`src/rtl/ltfd_pkg.sv`:
```
// Shared types and constants for the length/type frame deframer.
// No dependencies; every other file imports this package.
`default_nettype none

package ltfd_pkg;

    localparam int LEN_W     = 26;   // payload length and max-length register width
    localparam int HDR_W     = 32;   // big-endian length field on the wire
    localparam int HDR_LEN_B = 4;    // length bytes before the type byte

    localparam logic [LEN_W-1:0] MAX_LEN_RESET = LEN_W'(50 * 1024 * 1024);

    typedef enum logic [1:0] {
        RK_PAYLOAD = 2'd0,
        RK_EMPTY   = 2'd1,
        RK_ERROR   = 2'd2
    } t_result_kind;

    typedef struct packed {
        t_result_kind      result_kind;
        logic [7:0]        frame_type;
        logic [7:0]        payload_byte;
        logic [LEN_W-1:0]  frame_length;
        logic              last_of_frame;
    } t_result;

endpackage

`default_nettype wire

```
`src/rtl/ltfd_if.sv`:
```
// Channel interfaces of the deframer: byte input, result output, config write.
// Depends on ltfd_pkg for the length width.
`default_nettype none

interface ltfd_in_if;
    logic       valid;
    logic       ready;
    logic       kind;
    logic [7:0] data_byte;

    modport source (output valid, kind, data_byte, input ready);
    modport sink   (input valid, kind, data_byte, output ready);
endinterface

interface ltfd_out_if;
    import ltfd_pkg::*;
    logic             valid;
    logic             ready;
    logic [1:0]       result_kind;
    logic [7:0]       frame_type;
    logic [7:0]       payload_byte;
    logic [LEN_W-1:0] frame_length;
    logic             last_of_frame;

    modport source (output valid, result_kind, frame_type, payload_byte, frame_length,
                    last_of_frame, input ready);
    modport sink   (input valid, result_kind, frame_type, payload_byte, frame_length,
                    last_of_frame, output ready);
endinterface

interface ltfd_cfg_if;
    import ltfd_pkg::*;
    logic             valid;
    logic             ready;
    logic [LEN_W-1:0] data;

    modport source (output valid, data, input ready);
    modport sink   (input valid, data, output ready);
endinterface

`default_nettype wire

```
`src/rtl/ltfd_parser.sv`:
```
// Header/payload parse state and per-byte result generation.
// Depends on ltfd_pkg.
`default_nettype none

module ltfd_parser
    import ltfd_pkg::*;
(
    input  wire logic             i_clk,
    input  wire logic             i_rst_n,
    input  wire logic             i_take,
    input  wire logic             i_kind,
    input  wire logic [7:0]       i_data_byte,
    input  wire logic [LEN_W-1:0] i_max_len,
    output logic                  o_res_valid,
    output t_result               o_res
);

    logic             r_in_payload, n_in_payload;
    logic [2:0]       r_hdr_cnt,    n_hdr_cnt;
    logic [HDR_W-1:0] r_shift,      n_shift;
    logic [7:0]       r_type,       n_type;
    logic [LEN_W-1:0] r_left,       n_left;

    logic             len_high;
    logic             len_bad;
    logic             last_byte;

    assign len_high  = (r_shift[HDR_W-1:LEN_W] != '0);
    assign len_bad   = len_high || (r_shift[LEN_W-1:0] > i_max_len);
    assign last_byte = (r_left <= LEN_W'(1));

    always_comb begin
        n_in_payload = r_in_payload;
        n_hdr_cnt    = r_hdr_cnt;
        n_shift      = r_shift;
        n_type       = r_type;
        n_left       = r_left;
        o_res_valid  = 1'b0;
        o_res.result_kind   = RK_PAYLOAD;
        o_res.frame_type    = r_type;
        o_res.payload_byte  = '0;
        o_res.frame_length  = r_shift[LEN_W-1:0];
        o_res.last_of_frame = 1'b0;

        if (i_take) begin
            if (i_kind) begin
                // link dropped: forget the whole parse
                n_in_payload = 1'b0;
                n_hdr_cnt    = '0;
                n_shift      = '0;
                n_type       = '0;
                n_left       = '0;
            end else if (r_in_payload) begin
                o_res_valid         = 1'b1;
                o_res.payload_byte  = i_data_byte;
                o_res.last_of_frame = last_byte;
                if (last_byte) begin
                    n_in_payload = 1'b0;
                    n_left       = '0;
                end else begin
                    n_left = r_left - LEN_W'(1);
                end
            end else if (r_hdr_cnt < 3'(HDR_LEN_B)) begin
                n_shift   = {r_shift[HDR_W-9:0], i_data_byte};
                n_hdr_cnt = r_hdr_cnt + 3'd1;
            end else begin
                // type byte: check the length, then report an error or an empty frame, or start the payload
                n_type           = i_data_byte;
                n_hdr_cnt        = '0;
                o_res.frame_type = i_data_byte;
                if (len_bad) begin
                    o_res_valid        = 1'b1;
                    o_res.result_kind  = RK_ERROR;
                    o_res.frame_length = len_high ? '1 : r_shift[LEN_W-1:0];
                    n_shift            = '0;
                end else if (r_shift == '0) begin
                    o_res_valid         = 1'b1;
                    o_res.result_kind   = RK_EMPTY;
                    o_res.last_of_frame = 1'b1;
                end else begin
                    n_in_payload = 1'b1;
                    n_left       = r_shift[LEN_W-1:0];
                end
            end
        end
    end

    always_ff @(posedge i_clk) begin
        if (!i_rst_n) begin
            r_in_payload <= 1'b0;
            r_hdr_cnt    <= '0;
            r_shift      <= '0;
            r_type       <= '0;
            r_left       <= '0;
        end else begin
            r_in_payload <= n_in_payload;
            r_hdr_cnt    <= n_hdr_cnt;
            r_shift      <= n_shift;
            r_type       <= n_type;
            r_left       <= n_left;
        end
    end

endmodule

`default_nettype wire

```
`src/rtl/ltfd_out_buf.sv`:
```
// Two-entry result buffer (output register plus skid) with registered ready.
// Depends on ltfd_pkg.
`default_nettype none

module ltfd_out_buf
    import ltfd_pkg::*;
(
    input  wire logic    i_clk,
    input  wire logic    i_rst_n,
    input  wire logic    i_push,
    input  wire t_result i_res,
    output logic         o_ready,
    output logic         o_valid,
    input  wire logic    i_out_ready,
    output t_result      o_res
);

    logic    r_main_v, n_main_v;
    logic    r_skid_v, n_skid_v;
    t_result r_main,   n_main;
    t_result r_skid,   n_skid;
    logic    pop;

    assign pop     = r_main_v && i_out_ready;
    assign o_ready = !r_skid_v;
    assign o_valid = r_main_v;
    assign o_res   = r_main;

    always_comb begin
        n_main_v = r_main_v;
        n_skid_v = r_skid_v;
        n_main   = r_main;
        n_skid   = r_skid;
        if (r_skid_v) begin
            // no push possible while skid is occupied
            if (pop) begin
                n_main   = r_skid;
                n_skid_v = 1'b0;
            end
        end else if (i_push) begin
            if (!r_main_v || pop) begin
                n_main   = i_res;
                n_main_v = 1'b1;
            end else begin
                n_skid   = i_res;
                n_skid_v = 1'b1;
            end
        end else if (pop) begin
            n_main_v = 1'b0;
        end
    end

    always_ff @(posedge i_clk) begin
        if (!i_rst_n) begin
            r_main_v <= 1'b0;
            r_skid_v <= 1'b0;
        end else begin
            r_main_v <= n_main_v;
            r_skid_v <= n_skid_v;
        end
        r_main <= n_main;
        r_skid <= n_skid;
    end

endmodule

`default_nettype wire

```
`src/rtl/length_type_frame_deframer_top.sv`:
```
// Top level of the length/type frame deframer.
// Depends on ltfd_pkg, ltfd_if, ltfd_parser and ltfd_out_buf.
//
// Usage:
//   i_in_ch  : byte requests. kind 0 carries a received byte, kind 1 means the
//              link dropped and clears the parse (no result).
//   o_out_ch : result requests. A payload byte per frame byte, one empty-frame
//              result for a zero length, or one bad-length error, both at the type
//              byte. Other header bytes give no result.
//   i_cfg_ch : writes max_payload_len (26 bits). Always ready; write it only
//              while the block is idle.
// Throughput: one byte request per cycle, sustained, as long as results drain.
// Each result is registered in the output buffer before it appears on o_out_ch.
// The parse state is advanced in the same cycle the byte is accepted; the
// result register plus one skid entry decouple the two sides, so ready on the
// input is a flop and drops only after the receiver stalls with a result held.
// Reset (i_rst_n low, synchronous): parse returns to header collection, the
// result buffer empties and max_payload_len returns to 50 MiB.
`default_nettype none

module length_type_frame_deframer_top
    import ltfd_pkg::*;
(
    input  wire logic  i_clk,
    input  wire logic  i_rst_n,
    ltfd_in_if.sink    i_in_ch,
    ltfd_out_if.source o_out_ch,
    ltfd_cfg_if.sink   i_cfg_ch
);

    logic [LEN_W-1:0] r_max_len;
    logic             in_take;
    logic             in_ready;
    logic             res_valid;
    t_result          res;
    t_result          out_res;

    // config register: always take the write
    assign i_cfg_ch.ready = 1'b1;

    always_ff @(posedge i_clk) begin
        if (!i_rst_n) begin
            r_max_len <= MAX_LEN_RESET;
        end else if (i_cfg_ch.valid) begin
            r_max_len <= i_cfg_ch.data;
        end
    end

    assign i_in_ch.ready = in_ready;
    assign in_take       = i_in_ch.valid && in_ready;

    ltfd_parser u_parser (
        .i_clk       (i_clk),
        .i_rst_n     (i_rst_n),
        .i_take      (in_take),
        .i_kind      (i_in_ch.kind),
        .i_data_byte (i_in_ch.data_byte),
        .i_max_len   (r_max_len),
        .o_res_valid (res_valid),
        .o_res       (res)
    );

    // hold results here while the receiver stalls
    ltfd_out_buf u_out_buf (
        .i_clk       (i_clk),
        .i_rst_n     (i_rst_n),
        .i_push      (res_valid),
        .i_res       (res),
        .o_ready     (in_ready),
        .o_valid     (o_out_ch.valid),
        .i_out_ready (o_out_ch.ready),
        .o_res       (out_res)
    );

    assign o_out_ch.result_kind   = out_res.result_kind;
    assign o_out_ch.frame_type    = out_res.frame_type;
    assign o_out_ch.payload_byte  = out_res.payload_byte;
    assign o_out_ch.frame_length  = out_res.frame_length;
    assign o_out_ch.last_of_frame = out_res.last_of_frame;

endmodule

`default_nettype wire

```
`src/flat_wrapper.sv`:
```
// flat-port wrapper written by rule: the top's interface ports become plain ports
module length_type_frame_deframer_top_flat import ltfd_pkg::*;
  (i_clk, i_rst_n, i_in_ch_valid, i_in_ch_kind, i_in_ch_data_byte, i_in_ch_ready, o_out_ch_valid, o_out_ch_result_kind, o_out_ch_frame_type, o_out_ch_payload_byte, o_out_ch_frame_length, o_out_ch_last_of_frame, o_out_ch_ready, i_cfg_ch_valid, i_cfg_ch_data, i_cfg_ch_ready);
  ltfd_in_if i_in_ch_i ();
  ltfd_out_if o_out_ch_i ();
  ltfd_cfg_if i_cfg_ch_i ();
  input  wire logic i_clk;
  input  wire logic i_rst_n;
  input wire logic [$bits(i_in_ch_i.valid)-1:0] i_in_ch_valid;
  input wire logic [$bits(i_in_ch_i.kind)-1:0] i_in_ch_kind;
  input wire logic [$bits(i_in_ch_i.data_byte)-1:0] i_in_ch_data_byte;
  output wire logic [$bits(i_in_ch_i.ready)-1:0] i_in_ch_ready;
  output wire logic [$bits(o_out_ch_i.valid)-1:0] o_out_ch_valid;
  output wire logic [$bits(o_out_ch_i.result_kind)-1:0] o_out_ch_result_kind;
  output wire logic [$bits(o_out_ch_i.frame_type)-1:0] o_out_ch_frame_type;
  output wire logic [$bits(o_out_ch_i.payload_byte)-1:0] o_out_ch_payload_byte;
  output wire logic [$bits(o_out_ch_i.frame_length)-1:0] o_out_ch_frame_length;
  output wire logic [$bits(o_out_ch_i.last_of_frame)-1:0] o_out_ch_last_of_frame;
  input wire logic [$bits(o_out_ch_i.ready)-1:0] o_out_ch_ready;
  input wire logic [$bits(i_cfg_ch_i.valid)-1:0] i_cfg_ch_valid;
  input wire logic [$bits(i_cfg_ch_i.data)-1:0] i_cfg_ch_data;
  output wire logic [$bits(i_cfg_ch_i.ready)-1:0] i_cfg_ch_ready;
  assign i_in_ch_i.valid = i_in_ch_valid;
  assign i_in_ch_i.kind = i_in_ch_kind;
  assign i_in_ch_i.data_byte = i_in_ch_data_byte;
  assign i_in_ch_ready = i_in_ch_i.ready;
  assign o_out_ch_valid = o_out_ch_i.valid;
  assign o_out_ch_result_kind = o_out_ch_i.result_kind;
  assign o_out_ch_frame_type = o_out_ch_i.frame_type;
  assign o_out_ch_payload_byte = o_out_ch_i.payload_byte;
  assign o_out_ch_frame_length = o_out_ch_i.frame_length;
  assign o_out_ch_last_of_frame = o_out_ch_i.last_of_frame;
  assign o_out_ch_i.ready = o_out_ch_ready;
  assign i_cfg_ch_i.valid = i_cfg_ch_valid;
  assign i_cfg_ch_i.data = i_cfg_ch_data;
  assign i_cfg_ch_ready = i_cfg_ch_i.ready;
  length_type_frame_deframer_top u_core (.i_clk(i_clk), .i_rst_n(i_rst_n), .i_in_ch(i_in_ch_i), .o_out_ch(o_out_ch_i), .i_cfg_ch(i_cfg_ch_i));
endmodule
```
`config.mk`:
```
export PLATFORM = sky130hd
export DESIGN_NAME = length_type_frame_deframer_top_flat
export DESIGN_NICKNAME = d
export VERILOG_FILES = /design/src/rtl/ltfd_pkg.sv /design/src/rtl/ltfd_if.sv /design/src/rtl/ltfd_parser.sv /design/src/rtl/ltfd_out_buf.sv /design/src/rtl/length_type_frame_deframer_top.sv /design/src/flat_wrapper.sv
export SDC_FILE = /design/constraint.sdc
export NUM_CORES = 1
export LEC_CHECK = 0
export BUFFER_PORTS_ARGS = -buffer_cell sky130_fd_sc_hd__buf_4
export CAP_MARGIN = 20
export CORE_MARGIN = 4
export CORE_UTILIZATION = 45
export CTS_CLUSTER_SIZE = 10
export DETAILED_ROUTE_END_ITERATION = 10
export SLEW_MARGIN = 15
export SYNTH_ARGS = -nofsm -noshare
export SYNTH_HDL_FRONTEND = slang
export SYNTH_HIERARCHICAL = 1
export SYNTH_SLANG_ARGS = --single-unit
```
`constraint.sdc`:
```
create_clock -name i_clk -period 6.15 [get_ports i_clk]
set_input_delay 0.3075 -clock i_clk [delete_from_list [all_inputs] [get_ports i_clk]]
set_output_delay 0.3075 -clock i_clk [all_outputs]
set_load 0.03 [all_outputs]
```
# Yosys cells after proc, flatten, opt, wreduce, memory -nomap -nowiden
# Index checks and enable logic that the tools add are counted.
# word_totals
ff_bits	188
latchBits	0
mem_bits_rw	0
rom_bits	0
inputBits	40
wordCells	103
n_memories	0
# op_classes
add_sub_neg	2
multipliers	0
div	0
magnitude_cmp	3
n_eq_ne	7
shifts	0
mux	52
bitwise_logic	2
n_reduce_logical	19
# ops
operator	n
$mux W45	6
$mux W26	9
$mux W32	4
$logic_not A32 Y1	1
$mux W8	4
$mux W27	1
$gt A26 B26 Y1	1
$le A26 B1 Y1 const B	1
$sub A26 B1 Y26 const B	1
$mux W1	22
$mux W10	2
$reduce_and A3 Y1	5
$mux W3	3
$ne A3 B3 Y1 const B	3
$ne A2 B2 Y1 const B	3
$reduce_bool A2 Y1	3
$reduce_bool A6 Y1	1
$reduce_and A4 Y1	1
$add A3 B1 Y3 const B	1
$lt A3 B3 Y1 const B	1
$reduce_bool A3 Y1	1
$logic_and A1 B1 Y1	2
$logic_not A1 Y1	2
$logic_or A1 B1 Y1	2
other kinds (4)	5

# Logic depth before layout (Yosys ltp)
# Gate-level depths: netlist of the first run.
# logic_depth
depth_word	10
ltp_mapped	11
ltp_nobuf	10

# Modules after synthesis
# Netlist of the first run, hierarchy kept.
# modules_own_cells
module	instances	cells_each	area_per_inst_um2	seq_area_each_um2
ltfd_parser	1	539	4242.8	1401.3
ltfd_out_buf	1	155	3599.7	2742.6
length_type_frame_deframer_top	1	86	1012.2	520.5

# Worst setup path before layout of the first run
# OpenSTA, ideal clock, no wires.
# synth_path
path_type	register -> register
startpoint	register u_core.r_max_len[25]
endpoint	register u_core.u_out_buf.r_main, in the netlist u_core/u_out_buf/o_res[0] (enable)
setup_ns	0.463
t_arrival_ns	4.291
required_ns	5.687
setup_slack_ns	1.397
path_stages_with_launch	11
period_less_slack_ns	4.753
cell_sequence	dfxtp_1 -> inv_1 -> ha_1 -> nand4_2 -> nor4_2 -> nand4_1 -> a311oi_4 -> nor2_1 -> a21oi_1 -> mux2i_1 -> a21oi_1
# synth_between
elab_chain_cells	9
# synth_rtl
element	line	text
from (decl)	length_type_frame_deframer_top.sv:31	logic [LEN_W-1:0] r_max_len;
from (signal assigned)	length_type_frame_deframer_top.sv:45	r_max_len <= i_cfg_ch.data;
$gt A26 B26 Y1	ltfd_parser.sv:29	assign len_bad = len_high || (r_shift[LEN_W-1:0] > i_max_len);
$logic_or A1 B1 Y1	ltfd_parser.sv:29	
$mux W1	ltfd_parser.sv:71	if (len_bad) begin
$mux W1	ltfd_parser.sv:63	end else if (r_hdr_cnt < 3'(HDR_LEN_B)) begin
$mux W1	ltfd_parser.sv:53	end else if (r_in_payload) begin
$mux W1	ltfd_parser.sv:46	if (i_kind) begin
$mux W1	ltfd_parser.sv:45	if (i_take) begin
net u_core.res_valid	length_type_frame_deframer_top.sv:34	logic res_valid;
$reduce_bool A2 Y1 (no line)	-	
$reduce_and A3 Y1 (no line)	-	
to (signal assigned)	ltfd_out_buf.sv:61	r_main <= n_main;
to (decl)	ltfd_out_buf.sv:20	t_result r_main, n_main;
# The timed path passes the listed nets, and every way through them passes these cells.
# A chain may end at the register's enable or synchronous reset.

# Final worst setup path of the first run
# layout_path
startpoint	register u_core.r_max_len[25]
endpoint	register u_core.u_out_buf.r_main, in the netlist u_core/u_out_buf/o_res[15] (enable)
# Same word-level chain as after synthesis.

==> results.json, run 1 <==
{
  "initial_core_util_pct": 45.6,
  "cp_slowest_stage_delay_ps": 500,
  "synth_ff_type": "dfxtp_1",
  "io_buffers": 86,
  "min_period_ps": 3620,
  "cts_max_path_buffers": 2,
  "worst_pin_slew_ps": 1000,
  "crit_buf_inv": 2,
  "post_cts_resize_count": 0,
  "grt-ovfl-total": 0,
  "critPathCaptureType": "register",
  "drt-pass1-iter-count": 7,
  "postCtsSetupBuffers": 0,
  "fin_area_mm2": 0.0102,
  "syn_to_final_growth_pct": 14.9,
  "insertedDiodeCount": 0,
  "grt_max_degree": 50,
  "cts_tree": "done",
  "drt-vias-per-instance": 5.48,
  "multi_input_comb_area_mm2": 0.00375,
  "cts_hold_buf": 0,
  "arrival_ps": 3690,
  "final-setup-viol-count": 0,
  "outcome": "finished clean",
  "netlist_instances": 780,
  "ys_types": 60,
  "ff2ff_path_depth": 11,
  "grt_pass1_vias": 5863,
  "grt_pass1_wl_um": 32100,
  "min_from": "o_out_ch_ready",
  "dp_hpwl_um": 14000,
  "r2r-end": "u_core/u_out_buf/o_res[15]$_DFFE_PP_",
  "die_x_um": 148,
  "rsz0062_at_grt": "no",
  "cts.sinks": 188,
  "powerDensity_mw_per_mm2": 252,
  "clk_pin_slew_ps": 70,
  "die_h_um": 148,
  "nets": 919,
  "maxClockFrequency_mhz": 277,
  "die_area_mm2": 0.0220,
  "power_leakage_nw": 4.12,
  "root_buffer": "clkbuf_16",
  "syn_nets": 849,
  "hold_violations": 0,
  "hold_path_end": "u_core/u_out_buf/r_skid_v$_SDFF_PN0_",
  "synth_top_cells_by_area": "edfxtp_1, dfxtp_1, mux2_4",
  "post-route-period-util_pct": 58.8,
  "yosys_warnings": 6,
  "slew_viol_final": 0,
  "wl_um": 20300,
  "hold_path.class": "input port to register",
  "hold_depth": 2,
  "synth_xor_area_share_pct": 0.890,
  "yosysSeqAreaShare_pct": 52.7,
  "ys_async_sr_fraction_pct": 0,
  "crit_family": "simple AND/OR/NAND/NOR gates",
  "synth_mux_area_share_pct": 10.9,
  "synth_compound_gate_area_share_pct": 11.8,
  "placed_cells": 1094,
  "placed_cell_area_mm2": 0.00959,
  "yosys.area_share.simple_pct": 14.2,
  "detail_route.wl_per_cell_um": 18.0,
  "gp_congestion": 0.912,
  "antenna_left": 0,
  "setup_tns_ps": 0,
  "drtIter0Drc": 539,
  "slew_headroom_pct": 33.3,
  "critical-path-slowest-cell": "a311oi_4",
  "post-route-drc-count": 0,
  "worst_slack_ps": 2530,
  "nFillCells": 1722,
  "total_power_mw": 2.56,
  "synth_edf_count": 90,
  "fin_util_pct": 52.5,
  "seqCellArea_mm2": 0.00467,
  "ys_ff_latch": 188,
  "synth_top_area_share_pct": 30.5,
  "fin_worst_skew_ps": 10.8,
  "clk_latency_ps": 430,
  "setup.worst_path.start_class": "register",
  "synth_area_leader_cell": "edfxtp_1",
  "layout-drive-gt1-share_pct": 24.0,
  "synthesis.area_mm2": 0.00885,
  "cp_max_fo": 45,
  "layout_common_cells": "dfxtp_1, buf_4, edfxtp_1",
  "peakVddDrop_mv": 0.208,
  "vias": 6183,
  "antenna_found_initial": 0,
  "dp_slack_ps": 2330,
  "r2r_slack_ps": 2530,
  "max_cap_viol_count": 0,
  "worstPathCellList": "inv_1 > ha_1 > nand4_2 > nor4_2 > nand4_1 > a311oi_4 > nor2_1 > a21oi_1 > mux2i_1 > a21oi_4 > buf_4",
  "worst_ep_required_time_ps": 6220,
  "synth.avg_cell_area_um2": 11.4,
  "num_rows": 51,
  "coreArea_mm2": 0.0194,
  "ios": 88,
  "r2r_start": "u_core/r_max_len[25]$_SDFFE_PN1P_",
  "htree_levels": 4,
  "cts-buffers-inserted": 17,
  "synth_top_family_by_area": "simple AND/OR/NAND/NOR gates",
  "crit_type": "register to register",
  "final_common_cell": "dfxtp_1",
  "finalNonFillerCells": 1128,
  "hold_ws_ps": 68.3,
  "synthAdderAreaFrac_pct": 4.10,
  "track_usage_pct": 18.6
}
[worst max-delay path by stage]
stage,start,endpoint,slack [ps],cells past startpoint
finish,u_core/r_max_len[25]$_SDFFE_PN1P_,u_core/u_out_buf/o_res[15]$_DFFE_PP_,2530,11
global route,u_core/r_max_len[25]$_SDFFE_PN1P_,u_core/u_out_buf/o_res[16]$_DFFE_PP_,2290,11
floorplan,u_core/r_max_len[25]$_SDFFE_PN1P_,u_core/u_out_buf/o_res[0]$_DFFE_PP_,1400,10
global placement,u_core/r_max_len[25]$_SDFFE_PN1P_,u_core/u_out_buf/r_skid[20]$_DFFE_PP_,2480,9
detailed placement,u_core/u_parser/r_shift[21]$_SDFFE_PN0P_,u_core/u_out_buf/r_skid[15]$_DFFE_PP_,2330,8
CTS,u_core/r_max_len[25]$_SDFFE_PN1P_,u_core/u_out_buf/r_skid[3]$_DFFE_PP_,2310,9
[synth_stat cells, types with 7 or more instances]
library cell / count
mux2i_1: 29
a22o_1: 32
dfxtp_1: 98
edfxtp_1: 90
o21ai_0: 14
nor2_1: 40
buf_12: 7
or2_2: 25
and3_1: 14
ha_1: 29
nor3_1: 14
nand4_1: 9
a21oi_1: 37
inv_1: 41
clkbuf_1: 25
nor2b_1: 27
mux2_4: 45
nor4_1: 10
nand3_1: 14
o21ai_1: 8
nand2_1: 84
[worst register-to-register path, stage by stage (launching register included)]
cell and delay, ps:
dfxtp_1 330, inv_1 50, ha_1 320, nand4_2 160, nor4_2 380, nand4_1 230, a311oi_4 500, nor2_1 180
a21oi_1 280, mux2i_1 160, a21oi_4 150, buf_4 460
[metal layers]
metal  part of all wire (%)  GRT usage (%)  up-vias
li1                       -              -     2975
met1                     45           26.0     2933
met2                     46           28.5      240
met3                    6.3           3.99       35
met4                    2.4           6.84        0
met5                      0              0        -
[cells by family (layout without fill, tap and decap cells)]
group / after synthesis / count (layout)
buffers and inverters: 83 / 166
muxes: 74 / 74
adders and majority gates: 29 / 29
AOI/OAI and AO/OA: 145 / 145
and+or+nand+nor: 251 / 251
xor gates and xnor gates: 9 / 9
other: 1 / 1
DFF: 188 / 188
[layout make-up]
class                      instances  share of cell area [%]
inverter                          41                    1.51
tap                              265                    3.26
clock buffer                      20                    4.29
timing repair buffer              93                    7.10
sequential                       188                    45.9
multi-input combinational        509                    36.9
clock inverter                    12                    1.12
[flip-flops by register name, summed over array words and instances, names as in the netlist]
register	flops
u_core/u_parser/r_type	8
u_core/r_max_len	26
u_core/u_parser/r_left	26
u_core/u_parser/r_hdr_cnt	3
u_core/u_parser/r_shift	32
u_core/u_out_buf/o_res	45
u_core/u_out_buf/r_skid_v	1
u_core/u_out_buf/o_valid	1
u_core/u_out_buf/r_skid	45
u_core/u_parser/r_in_payload	1
[power by group]
group	internal, mW	switching, mW
Sequential	1.32	0.0191
Clock	0.563	0.478
Combinational	0.0762	0.106
Total	1.96	0.603
(Power assumes the default switching activity.)
==> inputs of run 2 (changes only) <==
--- a/config.mk
+++ b/config.mk
@@ -11,6 +11,7 @@
 export CORE_UTILIZATION = 45
 export CTS_CLUSTER_SIZE = 10
 export DETAILED_ROUTE_END_ITERATION = 10
+export PLACE_DENSITY = 0.66
 export SLEW_MARGIN = 15
 export SYNTH_ARGS = -nofsm -noshare
 export SYNTH_HDL_FRONTEND = slang
==> constraint.sdc (replaced) <==
create_clock -name i_clk -period 3.2 [get_ports i_clk]
set_input_delay 0.16 -clock i_clk [delete_from_list [all_inputs] [get_ports i_clk]]
set_output_delay 0.16 -clock i_clk [all_outputs]
set_load 0.03 [all_outputs]
==> run 2 against run 1 <==
  * Sequential power is 90% higher
  * Sequential cell count is the same
  * Core utilization increased by 3.7 points
  * Hold slack lost 40 ps
  * Clock skew fell by 2.0 ps
  * Critical path type unchanged
  * Routed wire length increased by 9.2%
  * Power increased by 97%
==> results.json, run 2 (same netlist as run 1, synthesis figures left out) <==
{
  "outcome": "finished clean",
  "critPathCaptureType": "register",
  "worst_pin_slew_ps": 878,
  "grt_pass1_wl_um": 34600,
  "die_area_mm2": 0.0220,
  "root_buffer": "clkbuf_16",
  "hold_ws_ps": 28.5,
  "syn_to_final_growth_pct": 23.0,
  "coreArea_mm2": 0.0194,
  "max_cap_viol_count": 0,
  "vias": 6506,
  "layout_common_cells": "buf_4, dfxtp_1, edfxtp_1",
  "cts_max_path_buffers": 2,
  "dp_hpwl_um": 15100,
  "detail_route.wl_per_cell_um": 18.5,
  "cp_slowest_stage_delay_ps": 370,
  "min_period_ps": 3090,
  "drt-vias-per-instance": 5.42,
  "track_usage_pct": 20.0,
  "cts-buffers-inserted": 17,
  "layout-drive-gt1-share_pct": 27.0,
  "setup.worst_path.start_class": "register",
  "antenna_found_initial": 0,
  "cp_max_fo": 11,
  "critical-path-slowest-cell": "dfxtp_1",
  "finalNonFillerCells": 1201,
  "cts_tree": "done",
  "grt_pass1_vias": 6213,
  "htree_levels": 4,
  "cts.sinks": 188,
  "pwr-share-seq_pct": 50.7,
  "path_common_cell": "nand4_1",
  "post-route-drc-count": 0,
  "slew_headroom_pct": 41.5,
  "antenna_left": 0,
  "ios": 88,
  "power_leakage_nw": 4.51,
  "fin_worst_skew_ps": 8.78,
  "final-setup-viol-count": 0,
  "crit_buf_inv": 2,
  "num_rows": 51,
  "final_common_cell": "buf_4",
  "p_clk_share_pct": 41.2,
  "slew_viol_final": 0,
  "maxClockFrequency_mhz": 323,
  "grt_max_degree": 50,
  "powerDensity_mw_per_mm2": 463,
  "grt-ovfl-total": 0,
  "io_buffers": 86,
  "die_h_um": 148,
  "drt-pass1-iter-count": 7,
  "placed_cells": 1129,
  "post-route-period-util_pct": 96.6,
  "switching_share_pct": 25.5,
  "peakVddDrop_mv": 0.394,
  "insertedDiodeCount": 0,
  "p_switching_mw": 1.29,
  "crit_type": "register to register",
  "setup_tns_ps": 0,
  "clk_pin_slew_ps": 70,
  "p_int_mw": 3.76,
  "worstPathCellList": "ha_1 > nand4_1 > nor4_4 > nand4_1 > a311oi_4 > nor2_2 > a21oi_2 > mux2i_2 > a21oi_4 > buf_12 > buf_6",
  "hold_path.class": "input port to register",
  "wl_um": 22200,
  "initial_core_util_pct": 45.6,
  "combPwrFrac_pct": 8.1,
  "die_x_um": 148,
  "drtIter0Drc": 541,
  "crit_family": "simple AND/OR/NAND/NOR gates",
  "hold_violations": 0,
  "arrival_ps": 3240,
  "nFillCells": 1664,
  "clk_latency_ps": 440,
  "nets": 992,
  "gp_congestion": 0.893,
  "worst_ep_required_time_ps": 3350
}
==> run 2: cell count changes in the layout (fill, tap and decap cells not counted), moves of 2 or more <==
cell,before,now
buf_4,90,126
dlygate4sd3_1,0,32
inv_8,0,7
clkbuf_1,3,0
inv_6,5,2
buf_12,1,3
buf_6,1,3
clkbuf_16,17,19
==> run 2: power groups by stage <==
stage	sequential [mW]	clock, mW	combinational (mW)
global route	2.56	2.20	0.451
finish	2.55	2.08	0.409
detailed placement	2.61	0	0.369
global placement	2.61	0	0.368
floorplan	2.60	0	0.252
CTS	2.55	2.10	0.401
==> run 2: repair_timing <==
action | CTS | global route
hold buffers | 31 | 1
resized for setup | 0 | 4
endpoints found under the hold margin | 31 | 1
endpoints found under the setup margin | 0 | 84
buffers inserted | 0 | 3
==> run 2: worst paths after layout <==
| path | from | end | slack, ps | depth (start not counted) |
|---|---|---|---|---|
| worst min-delay path | i_in_ch_data_byte[6] | u_core/u_parser/r_type[6]$_SDFFE_PN0P_ | 30 | 3 |
| worst max-delay path | u_core/u_parser/r_shift[21]$_SDFFE_PN0P_ | u_core/u_out_buf/o_res[37]$_DFFE_PP_ | 110 | 11 |
| worst max register to register | u_core/u_parser/r_shift[21]$_SDFFE_PN0P_ | u_core/u_out_buf/o_res[37]$_DFFE_PP_ | 110 | 11 |
| worst min register to register | u_core/u_parser/r_type[3]$_SDFFE_PN0P_ | u_core/u_parser/r_type[3]$_SDFFE_PN0P_ | 460 | 2 |
==> run 2: cell type report <==
| cell class | instances | area [µm²] | share of cell area [%] |
|---|---|---|---|
| Inverter | 41 | 154 | 1.41 |
| Tap cell | 265 | 332 | 3.04 |
| Sequential cell | 188 | 4670 | 42.8 |
| Timing Repair Buffer | 166 | 1410 | 12.9 |
| Multi-Input combinational cell | 509 | 3760 | 34.5 |
| Clock buffer | 17 | 425 | 3.91 |
| Clock inverter | 15 | 149 | 1.37 |
==> run 2: per-layer routing <==
layer | global-route usage [%] | vias to the layer above | share of wire (%)
li1 | - | 3117 | -
met1 | 28.2 | 3126 | 46
met2 | 31.2 | 221 | 46
met5 | 0 | - | 0
met4 | 6.97 | 0 | 2.4
met3 | 3.38 | 42 | 5.1
==> run 2: metrics by stage <==
step,instance area (µm²),setup WS (ps),power [mW],utilization [%]
2_1_floorplan,8870,1.00,2.86,-
3_3_place_gp,9860,281,2.98,50.8
3_5_place_dp,9860,160,2.98,50.8
4_1_cts,10700,142,5.06,55.4
5_1_grt,10900,-32.9,5.21,56.1
6_report,10900,107,5.04,56.1
==> run 2: tightest hold or removal path: stages <==
cell	delay [ps]
buf_4	130
nand2_1	70
a21oi_1	60
==> inputs of run 3 (changes only) <==
--- a/config.mk
+++ b/config.mk
@@ -5,14 +5,14 @@
 export SDC_FILE = /design/constraint.sdc
 export NUM_CORES = 1
 export LEC_CHECK = 0
+export ABC_AREA = 0
 export BUFFER_PORTS_ARGS = -buffer_cell sky130_fd_sc_hd__buf_4
 export CAP_MARGIN = 20
 export CORE_MARGIN = 4
 export CORE_UTILIZATION = 45
 export CTS_CLUSTER_SIZE = 10
 export DETAILED_ROUTE_END_ITERATION = 10
-export PLACE_DENSITY = 0.66
-export SLEW_MARGIN = 15
+export PLACE_DENSITY_LB_ADDON = 0.1
 export SYNTH_ARGS = -nofsm -noshare
 export SYNTH_HDL_FRONTEND = slang
 export SYNTH_HIERARCHICAL = 1
==> run 3 against run 2 <==
  * Sequential share of layout area grew 0.13 points
  * Power grew 0.29%
  * Routed wire length increased by 2.4%
  * Clock power about the same
  * Clock skew grew 5.1 ps
  * Non-clock buffer count down 7
  * Register-to-register slack better by 20 ps
  * Maximum frequency rose by 0.69%
  * Core utilization is 0.17 points lower
  * Final cell count shrank 0.58%
  * First-iteration DRC count decreased by 0.18%
  * Clock-buffer cell count is 1 higher
  * Largest cell class unchanged
==> results.json, run 3 (same netlist as run 1, synthesis figures left out) <==
{
  "outcome": "finished clean",
  "track_usage_pct": 20.6,
  "routed-wl-met3_um": 1350,
  "setup_tns_ps": 0,
  "antenna_left": 0,
  "initial_core_util_pct": 45.6,
  "peakVddDrop_mv": 0.390,
  "gp_congestion": 0.883,
  "hold_ws_ps": 9.60,
  "fin_worst_skew_ps": 13.9,
  "cts.sinks": 188,
  "maxClockFrequency_mhz": 326,
  "detail_route.wl_per_cell_um": 19.0,
  "cts-buffers-inserted": 17,
  "wl_met2_um": 10500,
  "cts_max_path_buffers": 2,
  "ios": 88,
  "hold_violations": 0,
  "setup.worst_path.start_class": "register",
  "slew_headroom_pct": 41.1,
  "vias": 6534,
  "placed_cells": 1123,
  "top_layer": "met4",
  "critPathCaptureType": "register",
  "layout_common_cells": "buf_4, dfxtp_1, edfxtp_1",
  "arrival_ps": 3220,
  "insertedDiodeCount": 0,
  "die_x_um": 148,
  "wl_met1_um": 10300,
  "hold_depth": 3,
  "die_area_mm2": 0.0220,
  "seqCellArea_mm2": 0.00467,
  "coreArea_mm2": 0.0194,
  "final_common_cell": "buf_4",
  "post-route-period-util_pct": 96.0,
  "grt_pass1_vias": 6455,
  "fin_area_mm2": 0.0109,
  "power_leakage_nw": 4.47,
  "antenna_found_initial": 0,
  "post-route-drc-count": 0,
  "final-setup-viol-count": 0,
  "nFillCells": 1713,
  "clk_pin_slew_ps": 70,
  "worst_ep_required_time_ps": 3350,
  "grt_max_degree": 50,
  "io_buffers": 86,
  "syn_to_final_growth_pct": 22.6,
  "fin_util_pct": 56.0,
  "min_period_ps": 3070,
  "dp_hpwl_um": 15900,
  "grt_pass1_wl_um": 35500,
  "drt-vias-per-instance": 5.47,
  "multi_input_comb_area_mm2": 0.00377,
  "powerDensity_mw_per_mm2": 466,
  "nets": 985,
  "crit_type": "register to register",
  "dp_slack_ps": 10.1,
  "htree_levels": 4,
  "max_cap_viol_count": 0,
  "worst_pin_slew_ps": 880,
  "ff2ff_path_depth": 11,
  "slew_viol_final": 0,
  "grt-ovfl-total": 0,
  "finalNonFillerCells": 1194,
  "drt-pass1-iter-count": 5,
  "cp_max_fo": 11,
  "num_rows": 51,
  "wl_um": 22700,
  "cts_tree": "done",
  "total_power_mw": 5.06,
  "drtIter0Drc": 540,
  "worst_slack_ps": 128,
  "die_h_um": 148,
  "root_buffer": "clkbuf_16",
  "layout-drive-gt1-share_pct": 26.5,
  "hold_path.class": "input port to register",
  "clk_latency_ps": 440,
  "placed_cell_area_mm2": 0.00983
}
## run 3: cell count changes in the layout (fill, tap and decap cells not counted), moves of 2 or more
cell | before | now
inv_8 | 7 | 5
clkinv_4 | 3 | 1
buf_4 | 126 | 120
inv_6 | 2 | 4
clkinv_2 | 2 | 0
## run 3: path summary, 6_finish.rpt
| kind | slack (ps) | start | to |
|---|---|---|---|
| hold reg to reg | 460 | u_core/u_parser/r_type[7]$_SDFFE_PN0P_ | u_core/u_parser/r_type[7]$_SDFFE_PN0P_ |
| hold / removal | 10 | i_cfg_ch_data[22] | u_core/r_max_len[22]$_SDFFE_PN0P_ |
| setup reg to reg | 130 | u_core/u_parser/r_shift[21]$_SDFFE_PN0P_ | u_core/u_out_buf/o_res[33]$_DFFE_PP_ |
| setup / recovery | 130 | u_core/u_parser/r_shift[21]$_SDFFE_PN0P_ | u_core/u_out_buf/o_res[33]$_DFFE_PP_ |
## run 3: metal layers
layer  track usage [%]  up-vias
met5                 0        -
met1              29.4     3148
li1                  -     3111
met3              3.50       42
met4              7.25        0
met2              31.9      233
## run 3: worst max-delay path, stage by stage (launching register included)
cell and delay, ps:
dfxtp_1 400, ha_4 320, nand4_1 170, nor4_4 330, nand4_1 210, a311oi_4 350
nor2_2 120, a21oi_2 230, mux2i_2 120, a21oi_4 220, buf_12 150, clkbuf_16 160
## run 3: where the power goes
group,internal [mW],total (mW),switching (mW)
registers,2.53,2.56,0.0257
logic,0.181,0.412,0.231
clock network,1.11,2.09,0.983
total,3.82,5.06,1.24
## run 3: layout make-up
| type | count | share of cell area, % |
|---|---|---|
| Timing Repair Buffer | 159 | 12.6 |
| Clock inverter | 14 | 1.35 |
| Multi-Input combinational cell | 509 | 34.7 |
| Tap cell | 265 | 3.05 |
| Sequential cell | 188 | 43.0 |
| Inverter | 41 | 1.42 |
| Clock buffer | 18 | 3.95 |
## run 3: what timing repair did
item,4_1_cts,5_1_grt
pin swaps,1,4
hold buffers,31,0
hold endpoints to repair,31,0
setup endpoints to repair,19,90
buffers inserted,1,3
cloned,0,4
resized for setup,0,5
